**src/hw/rtl/psd_pkg.sv**
```systemverilog
package psd_pkg;

    typedef enum logic [1:0] {
        REGION_ZERO     = 2'd0,
        REGION_START    = 2'd1,
        REGION_END      = 2'd2,
        REGION_INTERIOR = 2'd3
    } region_t;

    localparam int PREP_STAGES   = 5;
    localparam int FINISH_STAGES = 3;

endpackage

```
**src/hw/rtl/psd_finish.sv**
```systemverilog
module psd_finish
    import psd_pkg::*;
#(
    parameter int N = 16,
    parameter int K = N + 2
) (
    input  logic                     clk,
    input  logic [FINISH_STAGES-1:0] load,
    input  logic [6*N+1:0]           ctx,
    input  logic [K-1:0]             q_x,
    input  logic [K-1:0]             q_y,
    output logic [2*N:0]             dist_sq,
    output logic signed [N-1:0]      foot_x,
    output logic signed [N-1:0]      foot_y,
    output region_t                  region
);
    logic [N-1:0] px, py, sx, sy, ex, ey;
    region_t      rin;

    logic [N-1:0]          px1_reg, py1_reg, fx1_reg, fy1_reg, fx2_reg, fy2_reg;
    logic [N-1:0]          fx3_reg, fy3_reg;
    region_t               r1_reg, r2_reg, r3_reg;
    logic signed [2*N+1:0] sqx_reg, sqy_reg;
    logic [2*N:0]          dist_reg;
    logic [N-1:0]          fx_next, fy_next;
    logic signed [N:0]     ax, ay;

    assign {px, py, sx, sy, ex, ey} = ctx[6*N+1:2];
    assign rin = region_t'(ctx[1:0]);

    // quotient carries an offset of 2^(N+1); the low N bits are unaffected
    always_comb
    begin
        case (rin)
            REGION_END:
            begin
                fx_next = ex;
                fy_next = ey;
            end
            REGION_INTERIOR:
            begin
                fx_next = sx + q_x[N-1:0];
                fy_next = sy + q_y[N-1:0];
            end
            default:
            begin
                fx_next = sx;
                fy_next = sy;
            end
        endcase
    end

    assign ax = {px1_reg[N-1], px1_reg} - {fx1_reg[N-1], fx1_reg};
    assign ay = {py1_reg[N-1], py1_reg} - {fy1_reg[N-1], fy1_reg};

    always_ff @(posedge clk)
    begin
        if (load[0])
        begin
            px1_reg <= px;
            py1_reg <= py;
            fx1_reg <= fx_next;
            fy1_reg <= fy_next;
            r1_reg  <= rin;
        end
        if (load[1])
        begin
            sqx_reg <= ax * ax;
            sqy_reg <= ay * ay;
            fx2_reg <= fx1_reg;
            fy2_reg <= fy1_reg;
            r2_reg  <= r1_reg;
        end
        if (load[2])
        begin
            dist_reg <= (2*N+1)'(sqx_reg + sqy_reg);
            fx3_reg  <= fx2_reg;
            fy3_reg  <= fy2_reg;
            r3_reg   <= r2_reg;
        end
    end

    assign dist_sq = dist_reg;
    assign foot_x  = fx3_reg;
    assign foot_y  = fy3_reg;
    assign region  = r3_reg;
endmodule

```
**config.mk**
```make
export PLATFORM = sky130hd
export DESIGN_NAME = psd_finish
export DESIGN_NICKNAME = d
export VERILOG_FILES = /design/src/hw/rtl/psd_pkg.sv /design/src/hw/rtl/psd_finish.sv
export SDC_FILE = /design/constraint.sdc
export NUM_CORES = 2
export LEC_CHECK = 0
export BUFFER_PORTS_ARGS = -buffer_cell sky130_fd_sc_hd__buf_4
export CAP_MARGIN = 25
export CORE_AREA = 4 4 183 273
export CTS_CLUSTER_SIZE = 10
export DETAILED_ROUTE_END_ITERATION = 8
export DIE_AREA = 0 0 187 277
export PLACE_DENSITY = 0.82
export SYNTH_ARGS = -nofsm -noshare
export SYNTH_HDL_FRONTEND = slang
export SYNTH_SLANG_ARGS = --single-unit
export TNS_END_PERCENT = 5
```
**constraint.sdc**
```tcl
create_clock -name clk -period 10.75 [get_ports clk]
set_input_delay 2.15 -clock clk [delete_from_list [all_inputs] [get_ports clk]]
set_output_delay 2.15 -clock clk [all_outputs]
set_load 0.005 [all_outputs]
```
* Word level (Yosys, flattened, before mapping) *
Index checks and enable logic that the tools add are counted.

storage, ports and cells
  register bits after elaboration = 233
  word-level logic and storage cells = 25

cells by class
  $add $sub $neg = 5
  multipliers = 2
  equality and inequality tests = 2
  muxes and demuxes = 2

operators by type and width
  kind                                            count
  17-bit by 17-bit multiplier with 33-bit output  2
  16-bit case mux with 2 select lines             2
  16-bit by 16-bit subtractor with 17-bit output  2
  33-bit adder                                    1
  16-bit adder                                    2
  2-bit == test, second input constant            2

* Longest topological paths before layout *
  depth after elaboration = 2
  depth in mapped cells = 37
  mapped depth without buffers = 36

* Least setup slack after synthesis *
Ideal clock, no wire load.

  path type = register to register
  start = register fy1_reg[0]
  end = register sqy_reg[32], data pin
  setup time = 0.264 ns
  data arrival time = 8.028 ns
  required time = 10.486 ns
  path slack = 2.457 ns
  cell stages (with the launch flop) = 36
  buffers on the path = 1
  period minus slack after synthesis = 8.293 ns
  cell sequence = edfxtp_1 -> ha_1 -> fa_1 -> nor2b_1 -> o21ai_0 -> a21boi_1 -> o21ai_0 -> a21oi_1 -> a311o_1 -> and3_1 -> o21ai_0 -> a21o_1 -> inv_2 -> buf_1 -> nor2_1 -> fa_1 -> fa_1 -> inv_1 -> fa_1 -> inv_1 -> fa_1 -> fa_1 -> inv_1 -> fa_1 -> inv_1 -> ha_1 -> and3_1 -> and2_1 -> nand2_1 -> a21boi_0 -> a31oi_4 -> o31a_1 -> a211oi_1 -> a41o_1 -> o41ai_2 -> xnor2_1

between the ends
  cells in the longest elaborated chain, start to end = 2

ends and longest elaborated chain
  element                                         line              RTL
  start, declared                                 psd_finish.sv:20  logic [N-1:0] px1_reg, py1_reg, fx1_reg, fy1_reg, fx2_reg, fy2_reg;
  start signal, assigned                          psd_finish.sv:63  fy1_reg <= fy_next;
  16-bit by 16-bit subtractor with 17-bit output  psd_finish.sv:54  assign ay = {py1_reg[N-1], py1_reg} - {fy1_reg[N-1], fy1_reg};
  17-bit by 17-bit multiplier with 33-bit output  psd_finish.sv:69  sqy_reg <= ay * ay;
  end signal, assigned                            psd_finish.sv:69
  end, declared                                   psd_finish.sv:23  logic signed [2*N+1:0] sqx_reg, sqy_reg;

Every way passes these cells.
A chain may end at the register's enable or synchronous reset.

* Worst setup path after layout *
  start = register px1_reg[0]
  end = register sqx_reg[31], data pin

between the ends
  cells in the longest elaborated chain, start to end = 2

ends and longest elaborated chain
  element                                         line              RTL
  start, declared                                 psd_finish.sv:20
  start signal, assigned                          psd_finish.sv:60  px1_reg <= px;
  16-bit by 16-bit subtractor with 17-bit output  psd_finish.sv:53  assign ax = {px1_reg[N-1], px1_reg} - {fx1_reg[N-1], fx1_reg};
  17-bit by 17-bit multiplier with 33-bit output  psd_finish.sv:68  sqx_reg <= ax * ax;
  end signal, assigned                            psd_finish.sv:68
  end, declared                                   psd_finish.sv:23

Every way passes these cells.

==> summary.md <==
| Metric | Value |
|---|---|
| Uppermost routed layer | met4 |
| Met1 Routed Length | 24,000 um |
| Clk_skew | 38.9 ps |
| Max-slew headroom | 31.8% |
| Fmax | 102 MHz |
| Crit path top cell by count | fa_1 |
| Count of cell types in the netlist | 70 |
| Core area | 0.0476 mm^2 |
| Setup bufs post-CTS | 0 |
| Clock sinks | 231 |
| Max-cap violations | 0 |
| Top-Level Pins | 205 |
| Critical path class | flop to flop |
| Chip Width | 187 um |
| WL final | 73,300 um |
| CTS hold repair buffers | 0 |
| 1st-iter DRT viols | 1,111 |
| Setup tns final | 0 ps |
| Worst-path fanout max | 21 |
| Nets | 4,057 |
| Fraction of registers with async set/reset | 0% |
| Post-synth top cells | 699 x inv_1, 535 x fa_1, 299 x nor2_1 |
| Via Count | 21,300 |
| Tcrit/Tclk final | 91.0% |
| Yosys top cell area share | 35.5% |
| Synthesized area per cell | 10.3 um^2 |
| Beginning of the critical path | px1_reg[0] |
| Critical Path Start Type | flop |
| First-pass GRT wire length | 119,000 um |
| Largest net degree at the start of global routing | 68 |
| Vias per inst | 5.69 |
| Post-synth top area cell | fa_1 |
| CTS tree | built |
| Crit-path max cell delay | 600 ps |
| Worst skew pair latency | 570 ps |
| Met3 Wirelength | 5370 um |
| Synth Flop Type | edfxtp_1 |
| Final Critical Period | 9790 ps |
| Clock buffer depth | 3 |
| Yosys warning total | 0 |
| Count leader, synth | inv_1 |
| PortBufs | 200 |
| Num CTS Buffers | 28 |
| Post-synth EDFFs | 231 |
| Slew @ Worst Pin | 1020 ps |
| Starting Density | 63.4% |
| Fillers | 3,489 |
| Syn Inst Count | 2,933 |
| N_diodes | 0 |
| Crit Reg-Reg Startpoint | px1_reg[0] |
| Fin Hold WS | 395 ps |
| Status | completed |
| DRC Markers | 0 |
| Max-slew violation count | 0 |
| Sequential fraction of the synthesis area | 23.0% |
| Routability cong. | 0.979 |
| Slowest CP cell | fa_1 |
| Hold_sp | fx2_reg[13] |
| Gr usage total | 28.8% |
| Post-synthesis register bit count | 231 |
| Reg clk slew, reported paths | 80 ps |
| Largest cells by area after synthesis | fa_1 36%, edfxtp_1 23%, ha_1 10% |
| RSZ-0062 raised after global routing | false |
| Max FFs per register | 33 |
| TritonRoute pass-1 iters | 7 |
| Required @ worst endpoint | 11,050 ps |
| Layout cells sized above 1 | 9.37% |
| Met2 Routed Length | 39,400 um |
| Hold Fails Final Rpt | 0 |
| Grt ovf | 0 |
| Initial antenna violation count | 0 |
| Syn_nets | 3,855 |
| Cell Rows | 98 |
| Setup violations, final | 0 |
| Vias in the first global route | 24,000 |
| Die area | 0.0518 mm^2 |
| DR WL/cell | 19.6 um |
| Worst Hold Class | flop to flop |
| Clk root buf | clkbuf_16 |
| Syn-to-layout area delta | 10.0% |
| # resized after CTS | 0 |
| H-tree levels | 1 |
| DP HPWL | 61,000 um |
| Die height | 277 um |
| Post-synthesis instance area | 0.0302 mm^2 |
| Worst Path Arrival | 10,090 ps |
| Routed Antenna Nets | 0 |
| Worst Setup End Kind | flop |
[cells by family after synthesis]
| family | count (synthesis) | synth area share (%) |
|---|---|---|
| fa+ha+maj | 784 | 45.9 |
| buf+inv | 769 | 9.59 |
| simple gates | 645 | 9.06 |
| xor+xnor | 136 | 4.02 |
| mux | 31 | 1.04 |
| flops | 231 | 23.0 |
| compound gates | 337 | 7.44 |
[final cells by class]
class	count	area, um^2	area share, %
multi-input cells	1933	20300	61.3
flip-flops and latches	231	6940	20.9
inverters	713	2680	8.07
repair buffers	228	1710	5.16
well taps	600	751	2.26
clock buffers	30	729	2.20
clock inverters	4	51.3	0.155
[placed cells by master, fill, tap and decap left out, types with 4 or more instances in the layout]
| cell | count |
|---|---|
| a2111oi_2 | 4 |
| a211oi_1 | 13 |
| a21boi_0 | 9 |
| a21o_1 | 40 |
| a21oi_1 | 111 |
| a31oi_1 | 7 |
| and2_1 | 5 |
| and3_1 | 13 |
| buf_4 | 228 |
| clkbuf_16 | 29 |
| clkinv_1 | 7 |
| edfxtp_1 | 231 |
| fa_1 | 535 |
| ha_1 | 249 |
| inv_1 | 699 |
| inv_2 | 7 |
| mux2i_1 | 29 |
| nand2_1 | 205 |
| nand2b_1 | 17 |
| nand3_1 | 29 |
| nor2_1 | 299 |
| nor2b_1 | 15 |
| nor3_1 | 30 |
| o211ai_1 | 7 |
| o21a_1 | 31 |
| o21ai_0 | 50 |
| o21ai_1 | 7 |
| o21bai_1 | 6 |
| o31a_1 | 11 |
| o31ai_1 | 10 |
| or2_2 | 6 |
| or3_1 | 6 |
| xnor2_1 | 100 |
| xor2_1 | 33 |
[path summary, 6_finish.rpt]
| check | slack (ps) | to | depth (start not counted) |
|---|---|---|---|
| hold reg to reg | 400 | foot_x[13] | 0 |
| setup reg to reg | 960 | sqx_reg[31] | 33 |
| setup / recovery | 960 | sqx_reg[31] | 33 |
| hold / removal | 400 | foot_x[13] | 0 |
[critical path: cells and delay by family (launching register included)]
kind / cells / cell delay (ps)
flip-flops: 1 / 350
AND/OR/NAND/NOR: 8 / 1260
buffers and inverters: 4 / 880
XOR/XNOR: 1 / 140
AO/OA/AOI/OAI: 11 / 2960
adder cells (fa/ha/maj): 9 / 3950
[per-stage QoR]
step / cell area (um^2) / worst slack, ps / util [%] / std cells
2_1_floorplan: 30200 / 2460 / - / 2933
3_3_place_gp: 32400 / 1390 / 68.1 / 3705
3_5_place_dp: 32400 / 1190 / 68.1 / 3705
4_1_cts: 33200 / 1110 / 69.7 / 3739
5_1_grt: 33200 / 312 / 69.7 / 3739
6_report: 33200 / 964 / 69.7 / 3739
[layer usage]
metal,up-vias,global-route usage (%)
met4,0,15.1
met5,-,0
met3,255,5.42
met2,893,53.8
met1,10500,30.7
li1,9564,-
Power is not shown: default switching activity piles up to over one toggle a cycle in this logic, so the estimate is an artifact.
