===== config.mk =====
export PLATFORM = sky130hd
export DESIGN_NAME = psd_div_cell
export DESIGN_NICKNAME = d
export VERILOG_FILES = /design/src/hw/rtl/psd_div_cell.sv
export SDC_FILE = /design/constraint.sdc
export NUM_CORES = 1
export LEC_CHECK = 0
export BUFFER_PORTS_ARGS = -buffer_cell sky130_fd_sc_hd__buf_2
export CELL_PAD_IN_SITES_DETAIL_PLACEMENT = 0
export CELL_PAD_IN_SITES_GLOBAL_PLACEMENT = 2
export CORE_ASPECT_RATIO = 1.5
export CORE_MARGIN = 5
export CORE_UTILIZATION = 26
export DETAILED_ROUTE_END_ITERATION = 8
export GPL_TIMING_DRIVEN = 0
export PLACE_DENSITY = 0.75
export SETUP_SLACK_MARGIN = 0.5
export SLEW_MARGIN = 20
export SYNTH_ARGS = -nofsm -noshare
export SYNTH_HDL_FRONTEND = slang
export SYNTH_SLANG_ARGS = --single-unit

===== constraint.sdc =====
create_clock -name clk -period 7.92 [get_ports clk]
set_input_delay 1.188 -clock clk [delete_from_list [all_inputs] [get_ports clk]]
set_output_delay 1.188 -clock clk [all_outputs]
set_load 0.05 [all_outputs]

===== src/hw/rtl/psd_div_cell.sv =====
module psd_div_cell #(
    parameter int N   = 16,
    parameter int W   = 3 * N + 5,
    parameter int K   = N + 2,
    parameter int BIT = 0
) (
    input  logic             clk,
    input  logic             load,
    input  logic [6*N+1:0]   ctx_in,
    input  logic [2*N+1:0]   den_in,
    input  logic [W-1:0]     rem_x_in,
    input  logic [W-1:0]     rem_y_in,
    input  logic [K-1:0]     q_x_in,
    input  logic [K-1:0]     q_y_in,
    output logic [6*N+1:0]   ctx_out,
    output logic [2*N+1:0]   den_out,
    output logic [W-1:0]     rem_x_out,
    output logic [W-1:0]     rem_y_out,
    output logic [K-1:0]     q_x_out,
    output logic [K-1:0]     q_y_out
);
    logic [6*N+1:0] ctx_reg;
    logic [2*N+1:0] den_reg;
    logic [W-1:0]   rx_reg, ry_reg;
    logic [K-1:0]   qx_reg, qy_reg;
    logic [W-1:0]   dsh;
    logic           fit_x, fit_y;

    // one restoring quotient bit per lane
    assign dsh   = W'(den_in) << BIT;
    assign fit_x = rem_x_in >= dsh;
    assign fit_y = rem_y_in >= dsh;

    always_ff @(posedge clk)
    begin
        if (load)
        begin
            ctx_reg <= ctx_in;
            den_reg <= den_in;
            rx_reg  <= fit_x ? rem_x_in - dsh : rem_x_in;
            ry_reg  <= fit_y ? rem_y_in - dsh : rem_y_in;
            qx_reg  <= {q_x_in[K-2:0], fit_x};
            qy_reg  <= {q_y_in[K-2:0], fit_y};
        end
    end

    assign ctx_out   = ctx_reg;
    assign den_out   = den_reg;
    assign rem_x_out = rx_reg;
    assign rem_y_out = ry_reg;
    assign q_x_out   = qx_reg;
    assign q_y_out   = qy_reg;
endmodule


# [After elaboration in Yosys (flattened, before gate mapping)]
# Index checks and enable logic that the tools add are counted.
[op_classes] addsub=2 n_lt_le_gt_ge=2 n_mux=2
[op_table] cell="$ge 53x34->1" count=2
[op_table] cell="$mux 53" count=2
[op_table] cell="$sub 53x34->53" count=2
[word_totals] regBits=274 input_bits=276 out_inout_bits=274

# [Depth between registers and ports, before layout]
[logic_depth] ltp_word=2 mapped_depth=14 mapped_depth_nobuf=12

# [Worst setup path before layout]
# No wires, ideal clock.
[synth_timing] path_kind="input to register" start="input port den_in[16]" end="register ry_reg[47], in the netlist rem_y_out[47] (data pin)" setup_ns=0.260 arrival_ns=3.824 t_required_ns=7.660 setup_slack_ns=3.836 stages=11 path_buffers=1 path_cell_list="inv_1 > ha_1 > clkbuf_2 > nand4_1 > or3_1 > a311o_1 > a211o_1 > a2111oi_0 > or4b_4 > nor2_1 > xor2_1"
[synth_between] elab_chain_len=2 word_cells_on_any_way=3
[synth_rtl] item="start: declaration" line="10" source="input logic [2*N+1:0] den_in,"
[synth_rtl] item="$sub 53x34->53 / $ge 53x34->1 (equally long branches)" line="41, 32"
[synth_rtl] item="$mux 53 (*)" line="41" source="ry_reg <= fit_y ? rem_y_in - dsh : rem_y_in;"
[synth_rtl] item="end signal: assignment" line="41"
[synth_rtl] item="end: declaration" line="24" source="logic [W-1:0] rx_reg, ry_reg;"
# Mark *: on every way between the ends. The rest lies on a longest branch, timed or not.
# A chain may end at the register's enable or synchronous reset.

# [Final worst setup path]
[layout_timing] start="input port den_in[8]" end="register rx_reg[12], in the netlist rem_x_out[12] (data pin)"
[layout_between] elab_chain_len=2 word_cells_on_any_way=3
[layout_rtl] item="$sub 53x34->53 / $ge 53x34->1 (equally long branches)" line="40, 31"
[layout_rtl] item="$mux 53 (*)" line="40" source="rx_reg <= fit_x ? rem_x_in - dsh : rem_x_in;"
[layout_rtl] item="end signal: assignment" line="40"
[layout_rtl] item="end: declaration" line="24"
# Marked as above.

==> out/summary.md <==
In this run the worst setup path begins at den_in[8]. For this design the top-level I/O count stands at 550. Pin count of the biggest net entering global routing: 99. The die covers 58,640 um2.

The detailed router's first-iteration violation count was 502. The run finished with clean final reports. The number of levels the H-tree was split into was 1; the height of the die was 294.1 um. After detailed routing, the number of vias per cell comes to 4.774. STA classifies the critical path endpoint as a flip-flop.

The initial utilization of the core area, before any placement, comes to 26.16%. The library cell used most frequently in the layout, excluding fill and tap cells, is sky130_fd_sc_hd__buf_2. The post-synthesis instance area is 13,990 um2.

Max-cap violations in this run came to 0. Least setup slack across all paths after layout: 2.757 ns. The fraction of final layout cells sized beyond drive strength 1 is 35.57%. The logs give 13 for the initial antenna violation count and 5 for the detailed-routing iteration count for the pre-antenna-repair pass.

The post-CTS setup repair buffer count is 0, and the required time of the critical path is 8.21 ns. The count of port buffers added during placement came out at 547. Row generation in the floorplan step produced 104 rows. The logs give 58.82% for the sequential fraction of the synthesis area and 5,467 for the total of fill cells in the finished design.

At the pin with the least slew margin, the transition time is 1.138 ns. The HPWL after detailed placement is 48,960 um. Setup violations remaining at the end of the flow were counted as 0. Root cell of the clock tree: sky130_fd_sc_hd__clkbuf_16. For this design, the CTS-stage hold fixing added 0 buffers. The synthesis warning total was 0; the xor-xnor portion of the synthesized cell area was 6.011%. The area share of and/or/nand/nor cells after synthesis came out at 12.77%.

Of the post-synthesis cell area, the part taken by muxes is 0.2415%. Of the available clock period, the critical path in the final layout requires 65.19%. The number of hold violations in the final report is 0.

The critical path is of the in2reg type. Counting every net in the synthesized netlist gives 1,537. Global routing used 18.66% of the available tracks.

For this design the ratio of total power to cell area is 238.9 nW/um2. After synthesis, the mean cell area works out to 11.75 um2. The synthesized instance count came out at 1,191.

The area inside the core boundary is 53,480 um2. For the worst setup path, the data arrival time is 5.46 ns. After routing, the total negative slack on setup checks comes to 0 ns. The final layout contains routed wiring with a total length of 58,380 um. The placed instances occupy a cell area of 17,650 um2. The number of synthesized flops with an enable pin works out to 274. In this run the worst hold path is classified as in2reg. Summed over all layers, the global routing overflow is 0. The largest fanout on the critical path was 10; the total non-filler cell area in the finished layout was 18,610 um2. In the layout the commonest cells are 560 x sky130_fd_sc_hd__buf_2, 274 x sky130_fd_sc_hd__edfxtp_1, 144 x sky130_fd_sc_hd__nand2_1. The tools report the capturing instance or port of the critical path as rem_x_out[12].

The run gives 3 as the maximum root-to-sink buffer count. The cell leakage power was 7.681 nW; the final-stage net count was 2,117. After clock tree synthesis, the clock-pin slew on the worst setup and hold paths is 0.06 ns.

The run gives 274 as the total clock sinks. In the synthesized netlist the dominant register cell turns out to be sky130_fd_sc_hd__edfxtp_1. The run gives 0 as the number of nets with antenna violations after routing.

STA classifies the critical path startpoint as a primary input. The fraction of synthesis flops using an asynchronous set or reset pin was 0%; the number of distinct library cells after synthesis was 78. The synthesis-stage register bit count was 274. Cell depth of the worst hold path: 1. TritonCTS built the clock tree. Setup repair after global routing left no endpoint under its margin.

The tools report the total count of max-transition violations in the final report as 0. Summing the areas of all compound-gate instances in the mapped netlist gives 12.99% of the synthesized area. After clock tree synthesis, the repair step resized 0 gates.

From left edge to right edge, the die measures 199.4 um. The number of clock buffers added by TritonCTS is 29. The tools report the DRC violation count after routing as 0. The via count of the first global-routing pass was 12,410. For the minimum setup slack after placement, the log shows 1.971 ns. The dominant combinational cell family by area after synthesis is compound AO/OA/AOI/OAI gates.

Detailed routing inserted a total of 11,870 vias. Of the total synthesized cell area, the portion taken by full adders, half adders and majority gates is 6.369%. Largest voltage drop on the vdd net: 0.1657 mV.

The first global-routing pass estimated 81,880 um of wire. In the final routed layout, each cell accounts on average for 23.47 um. In this run the tightest slew margin relative to its limit is 22.17%. Minimum clock period after layout: 5.163 ns. Routability-driven placement finished with a final weighted congestion of 0.8746.

Relative to the synthesized area, the layout overhead comes to 33.05%. Based on the critical path, the design can be clocked at up to 193.7 MHz.
==> kinds of logic after synthesis <==
family / after synthesis
adders and majority gates: 70
xor gates and xnor gates: 96
AOI/OAI and AO/OA: 296
DFF: 274
and+or+nand+nor: 355
muxes: 3
buffers and inverters: 97
==> worst max-delay path, stage by stage <==
cell and delay [ns]:
sky130_fd_sc_hd__buf_2 0.09, sky130_fd_sc_hd__inv_1 0.08, sky130_fd_sc_hd__ha_1 0.43, sky130_fd_sc_hd__a21o_1 0.23, sky130_fd_sc_hd__a221oi_1 0.85, sky130_fd_sc_hd__a22oi_1 0.16
sky130_fd_sc_hd__a41oi_1 0.68, sky130_fd_sc_hd__o32ai_1 0.33, sky130_fd_sc_hd__nor2_1 0.19, sky130_fd_sc_hd__buf_2 0.33, sky130_fd_sc_hd__buf_1 0.68, sky130_fd_sc_hd__a21oi_1 0.21
==> cell type report <==
class,instances,area [um2],area share [%]
clock inverter,20,207.7,1.116
inverter,57,219.0,1.176
timing repair buffer,549,2803,15.06
sequential,274,8228,44.21
tap,689,862.1,4.632
antenna,7,17.52,0.09412
buffer,40,172.7,0.9277
clock buffer,31,733.2,3.939
multi-input combinational,820,5369,28.85
==> metrics by stage <==
step,power [mW],util [%],hold WS [ns],std cells
final,4.447,34.80,0.7792,2487
after CTS,4.515,34.77,0.7316,2480
after global routing,4.637,34.77,0.7479,2481
after global placement,3.118,32.89,1.364,2427
after floorplan,2.684,-,1.287,1191
after detailed placement,3.112,33.01,1.366,2429
==> flip-flops by register name, indices dropped and copies added (netlist names) <==
name and flops:
rem_x_out 53, ctx_out 98, q_y_out 18, rem_y_out 53, den_out 34, q_x_out 18
==> how the worst min path moves through the flow <==
stage / endpoint / startpoint / slack (ns)
3_3_place_gp: q_y_out[9] / q_y_in[8] / 1.36
3_5_place_dp: q_y_out[10] / q_y_in[9] / 1.37
4_1_cts: ctx_out[62] / ctx_in[62] / 0.73
5_1_grt: ctx_out[8] / ctx_in[8] / 0.75
6_report: q_y_out[6] / q_y_in[5] / 0.78
2_1_floorplan: ctx_out[0] / ctx_in[0] / 1.29
==> cells in the mapped netlist (4+ instances only) <==
master | count | area share [%]
sky130_fd_sc_hd__a2111oi_0 | 4 | 0.25
sky130_fd_sc_hd__a211o_1 | 4 | 0.25
sky130_fd_sc_hd__a211oi_1 | 6 | 0.32
sky130_fd_sc_hd__a21boi_0 | 4 | 0.21
sky130_fd_sc_hd__a21o_1 | 20 | 1.1
sky130_fd_sc_hd__a21oi_1 | 75 | 2.7
sky130_fd_sc_hd__a31oi_1 | 10 | 0.45
sky130_fd_sc_hd__and2_1 | 5 | 0.22
sky130_fd_sc_hd__and3_1 | 6 | 0.27
sky130_fd_sc_hd__and4_1 | 7 | 0.44
sky130_fd_sc_hd__buf_2 | 14 | 0.50
sky130_fd_sc_hd__clkbuf_1 | 21 | 0.56
sky130_fd_sc_hd__edfxtp_1 | 274 | 59
sky130_fd_sc_hd__ha_1 | 68 | 6.1
sky130_fd_sc_hd__inv_1 | 55 | 1.5
sky130_fd_sc_hd__nand2_1 | 144 | 3.9
sky130_fd_sc_hd__nand2b_1 | 12 | 0.54
sky130_fd_sc_hd__nand3_1 | 25 | 0.89
sky130_fd_sc_hd__nand4_1 | 16 | 0.72
sky130_fd_sc_hd__nor2_1 | 53 | 1.4
sky130_fd_sc_hd__nor2b_1 | 11 | 0.49
sky130_fd_sc_hd__nor3_1 | 24 | 0.86
sky130_fd_sc_hd__nor4_1 | 11 | 0.49
sky130_fd_sc_hd__o211ai_1 | 4 | 0.21
sky130_fd_sc_hd__o21a_1 | 10 | 0.54
sky130_fd_sc_hd__o21ai_0 | 108 | 3.9
sky130_fd_sc_hd__o21bai_1 | 9 | 0.48
sky130_fd_sc_hd__o31ai_1 | 9 | 0.48
sky130_fd_sc_hd__or2_2 | 4 | 0.18
sky130_fd_sc_hd__or3_1 | 10 | 0.45
sky130_fd_sc_hd__or4_1 | 7 | 0.38
sky130_fd_sc_hd__xnor2_1 | 51 | 3.2
sky130_fd_sc_hd__xor2_1 | 45 | 2.8
==> power by group <==
part	switching [mW]	leakage, nW	internal [mW]
clock network	0.605	0.455	0.773
registers	0.0362	2.68	1.78
logic	0.946	4.54	0.312
total	1.59	7.68	2.86
==> metal layers <==
layer	share of wire [%]	up-vias	global-route usage (%)
li1	-	5633	-
met1	33	5669	18.34
met2	56	487	37.69
met3	8.5	77	4.868
met4	2.7	8	4.939
met5	0.082	-	0
(Power assumes the default switching activity.)
